==> src/design/repeating_decimal_period_assert.svh <==
// ----------------------------------------------------------------------------
// Assertion macros for repeating_decimal_period
// Shared helpers for concurrent checks, clocked on clk_i and disabled in reset.
// ----------------------------------------------------------------------------
`ifndef REPEATING_DECIMAL_PERIOD_ASSERT_SVH
`define REPEATING_DECIMAL_PERIOD_ASSERT_SVH

// Same-cycle implication.
`define RDP_ASSERT_IMP(lbl, ante, cons) \
  lbl: assert property (@(posedge clk_i) disable iff (!rst_ni) (ante) |-> (cons)) \
    else $error("rdp assertion failed");

// Next-cycle implication.
`define RDP_ASSERT_NXT(lbl, ante, cons) \
  lbl: assert property (@(posedge clk_i) disable iff (!rst_ni) (ante) |=> (cons)) \
    else $error("rdp assertion failed");

`endif

==> src/design/rdp_pkg.sv <==
// ----------------------------------------------------------------------------
// rdp_pkg
// Widths, limits and the command and status bundles of the period finder.
// ----------------------------------------------------------------------------
package rdp_pkg;

  localparam int MaxDen = 4096;
  localparam int NumW   = 32;
  localparam int DenW   = 13;
  localparam int RemW   = $clog2(MaxDen);
  localparam int CntW   = 13;
  localparam int MemW   = CntW + 1;

  typedef struct packed {
    logic load;
    logic clear;
    logic init;
    logic step;
    logic record;
    logic hit_fin;
    logic zero_fin;
    logic out_load;
  } rdp_cmd_t;

  typedef struct packed {
    logic bad_den;
    logic clear_fin;
    logic div_done;
    logic rem_zero;
    logic hit;
    logic out_free;
  } rdp_sts_t;

endpackage

==> src/design/rdp_ctrl.sv <==
// ----------------------------------------------------------------------------
// rdp_ctrl
// Sequencer for one item: table clear, digit steps, result hand-off.
// ----------------------------------------------------------------------------
`include "repeating_decimal_period_assert.svh"

module rdp_ctrl (
  input  logic              clk_i,
  input  logic              rst_ni,
  input  logic              in_valid_i,
  output logic              in_stall_o,
  input  rdp_pkg::rdp_sts_t sts_i,
  output rdp_pkg::rdp_cmd_t cmd_o
);
  import rdp_pkg::*;

  typedef enum logic [5:0] {
    StIdle   = 6'b000001,
    StClear  = 6'b000010,
    StInit   = 6'b000100,
    StStep   = 6'b001000,
    StLook   = 6'b010000,
    StFinish = 6'b100000
  } rdp_state_e;

  rdp_state_e state_q;
  rdp_state_e state_d;

  always_comb begin
    state_d = state_q;
    cmd_o   = '0;
    unique case (state_q)
      StIdle: begin
        if (in_valid_i) begin
          cmd_o.load = 1'b1;
          state_d    = sts_i.bad_den ? StFinish : StClear;
        end
      end
      StClear: begin
        cmd_o.clear = !sts_i.clear_fin;
        if (sts_i.clear_fin && sts_i.div_done) begin
          state_d = StInit;
        end
      end
      StInit: begin
        cmd_o.init = 1'b1;
        state_d    = StStep;
      end
      StStep: begin
        if (sts_i.rem_zero) begin
          cmd_o.zero_fin = 1'b1;
          state_d        = StFinish;
        end else begin
          cmd_o.step = 1'b1;
          state_d    = StLook;
        end
      end
      StLook: begin
        if (sts_i.hit) begin
          cmd_o.hit_fin = 1'b1;
          state_d       = StFinish;
        end else begin
          cmd_o.record = 1'b1;
          state_d      = StStep;
        end
      end
      StFinish: begin
        if (sts_i.out_free) begin
          cmd_o.out_load = 1'b1;
          state_d        = StIdle;
        end
      end
      default: begin
        state_d = StIdle;
      end
    endcase
  end

  always_ff @(posedge clk_i or negedge rst_ni) begin
    if (!rst_ni) begin
      state_q <= StIdle;
    end else begin
      state_q <= state_d;
    end
  end

  assign in_stall_o = state_q != StIdle;

  `RDP_ASSERT_NXT(a_bad_den_skips_work, state_q == StIdle && in_valid_i && sts_i.bad_den, state_q == StFinish)
  `RDP_ASSERT_IMP(a_look_after_step, state_q == StLook, $past(state_q) == StStep)
  `RDP_ASSERT_IMP(a_init_after_divide, state_q == StInit, $past(sts_i.div_done) && $past(sts_i.clear_fin))
  `RDP_ASSERT_NXT(a_clear_advances, state_q == StClear && !sts_i.clear_fin, state_q == StClear)

endmodule

==> config.mk <==
export PLATFORM = sky130hd
export DESIGN_NAME = rdp_ctrl
export DESIGN_NICKNAME = d
export VERILOG_FILES = /design/src/design/rdp_pkg.sv /design/src/design/rdp_ctrl.sv
export VERILOG_INCLUDE_DIRS = /design/src /design/src/design
export SDC_FILE = /design/constraint.sdc
export NUM_CORES = 1
export LEC_CHECK = 0
export ABC_AREA = 1
export BUFFER_PORTS_ARGS = -buffer_cell sky130_fd_sc_hd__buf_2
export CAP_MARGIN = 30
export CORE_AREA = 5 5 42 44
export DETAILED_ROUTE_END_ITERATION = 16
export DIE_AREA = 0 0 47 49
export GPL_TIMING_DRIVEN = 0
export PLACE_DENSITY = 0.71
export REMOVE_ABC_BUFFERS = 1
export SYNTH_ARGS = -nofsm -noshare
export SYNTH_HDL_FRONTEND = slang
export SYNTH_SLANG_ARGS = --single-unit
export TNS_END_PERCENT = 5
==> constraint.sdc <==
create_clock -name clk_i -period 1.1 [get_ports clk_i]
set_input_delay 0.165 -clock clk_i [delete_from_list [all_inputs] [get_ports clk_i]]
set_output_delay 0.165 -clock clk_i [all_outputs]
set_load 0.01 [all_outputs]
==> impl_metrics.yaml <==
global_routing:
  grt_pass1_vias: 454
  met1_usage_pct: 15.0
  grt-busiest-layer: "met2"
  antenna_found_initial: 0
  grt_pass1_wl_mm: 1.89
  grt_max_degree: 9
  overflow: 0
  grt.total_usage_pct: 11.3
  met3_usage_pct: 2.21
  grt_util_met2_pct: 15.4
cells_and_area:
  syn2layout_area_growth_pct: 61.8
  antenna_cells: 0
  final_cell_mix: "16 x buf_2, 11 x inv_1, 11 x nor2_1"
  final_common_cell: "buf_2"
  reg_top3: "state_q x6"
  drive_above_1_share_pct: 49.5
  largest_register: "state_q"
  num-nets-final: 101
  largest_register_ffs: 6
clock_network:
  cts_root_buffer: "clkbuf_4"
  clockBufferDepth: 2
  clkLatencyLatePin_ns: 0.24
  cts_tree: "yes"
  cts_sinks: 6
  cts_inserted_buffers: 3
  clkTransAtPathRegs_ns: 0.05
  cts_max_level: 1
worst_setup_path:
  start_kind: "flip-flop"
  r2r-start: "state_q[0]$_DFFE_PN1P_"
  worstPathArrival_ns: 1.27
  end_kind: "primary output"
  critPathMaxFanout: 7
  worstPathRequired_ns: 0.94
  critPathKind: "reg2out"
  rrSetupSlack_ns: -0.28
  r2r-end: "state_q[1]$_DFFE_PN0P_"
  reg2regPathDepth: 7
timing:
  tightestPinTransition_ns: 0.239
  period_needed_ns: 1.44
  hold_viol_final: 0
  setup-tns-final_ns: -3.82
  slew_viol_final: 0
  hold_ws_ns: 0.101
  post-route-period-util_pct: 131
  fin_ws_ns: -0.338
  skew_ns: 0.00695
  grt_setup_unrepaired: "yes"
  fmax_mhz: 696
  setup_viol: 13
  relSlewSlack_pct: 84.1
die:
  start_util_pct: 30.6
  rows: 14
  core-area_um2: 1400
  die_w_um: 47
  fp.dieH_um: 49
  die-area_um2: 2300
  design.portCount: 18
yosys:
  seq_area_frac_synth_pct: 35.3
  synth_seq_cells: 6
  synthCells: 59
  avgSynthCellArea_um2: 7.27
  netlist_area_um2: 429
  synthDistinctLibCells: 13
  yosys_warnings: 0
hold_path:
  whs_endpoint: "state_q[4]$_DFFE_PN0P_"
  holdPathStages: 2
  hold_start: "sts_i[2]"
  hold_path.class: "in2reg"
drt:
  vias_per_cell: 4.66
  drtIter0Drc: 17
  first_pass_iters: 4
  drc_errors: 0
  antenna_left: 0
  wl_per_cell_um: 11.2
  wl_mm: 1.19
  dr_total_vias: 499
status:
  status: "complete, but fails checks"
  failed_checks: "negative setup slack"
placement:
  port_buffers: 17
  place_congestion: 0.834
  dp_slack_ns: -0.151
  dp.final_hpwl_um: 823
power:
  vdd_ir_drop_max_uv: 1530
  power.density_nw_per_um2: 2220
  power.leakage_nw: 0.403
run:
  cap_violations: 0
-- routing by layer --
layer  vias to the layer above  part of all wire (%)
li1                        258                     -
met1                       216                    44
met2                        21                    47
met3                         4                   6.4
met4                         0                   2.4
met5                         -                     0
-- cells in the mapped netlist --
| cell type | n | area share, % |
|---|---|---|
| dfstp_2 | 1 | 6.1 |
| nand4_1 | 6 | 8.7 |
| nand3_1 | 6 | 7.0 |
| nor2_2 | 1 | 1.5 |
| nor3_1 | 1 | 1.2 |
| nor2_1 | 12 | 10 |
| nand3_2 | 1 | 2.3 |
| nand2_1 | 7 | 6.1 |
| dfrtp_1 | 5 | 29 |
| nand3_4 | 1 | 4.1 |
| nor2_4 | 4 | 10 |
| inv_1 | 12 | 10 |
| o21ai_1 | 2 | 2.3 |
-- through the flow --
step	power, W	instance area, um^2	std cells	util, %
detailed placement	0.000958	534	92	38.1
global placement	0.000948	534	92	38.1
CTS	0.00147	679	106	48.5
global route	0.00164	694	107	49.6
floorplan	0.000802	429	59	-
finish	0.00154	694	107	49.6
-- cell type report --
class                   count  area [um^2]
fillers                   144          707
repair buffers             28          191
well taps                  16         20.0
multi-input cells          41          259
flip-flops and latches      6          153
clock buffers               4         26.3
inverters                  12         45.0
-- report_power, final --
group,switching [W],internal [W]
clock,0.0000796,0.000137
sequential,0.0000646,0.000294
combinational,0.000498,0.000467
total,0.000642,0.000899
-- how the worst max path moves through the flow --
stage                                      start                      to  slack, ns
after floorplan           state_q[0]$_DFFE_PN1P_  state_q[5]$_DFFE_PN0P_      -0.06
after global placement    state_q[1]$_DFFE_PN0P_                cmd_o[4]      -0.15
after detailed placement  state_q[1]$_DFFE_PN0P_                cmd_o[1]      -0.15
after CTS                 state_q[4]$_DFFE_PN0P_                cmd_o[5]      -0.34
after global routing      state_q[5]$_DFFE_PN0P_                cmd_o[6]      -0.43
final                     state_q[5]$_DFFE_PN0P_                cmd_o[6]      -0.34
-- cell families after synthesis --
logic type             after synthesis  share of synthesized area [%]
AOI/OAI and AO/OA                    2                           2.33
buffers and inverters               12                           10.5
DFF                                  6                           35.3
and+or+nand+nor                     39                           51.9
-- critical path, stage by stage, from the launching register on --
cell and delay [ns]:
dfrtp_1 0.42, nor2_4 0.24, nand3_2 0.12, nor2_1 0.11, buf_2 0.14
-- repair_timing --
| action | 4_1_cts | 5_1_grt |
|---|---|---|
| hold endpoints to repair | 6 | 0 |
| endpoints found under the setup margin | 12 | 13 |
| gates cloned | 0 | 0 |
| pin swaps | 6 | 8 |
| setup buffers | 9 | 1 |
| gates resized for setup | 10 | 3 |
| hold buffers | 1 | 0 |
(Power assumes the default switching activity.)
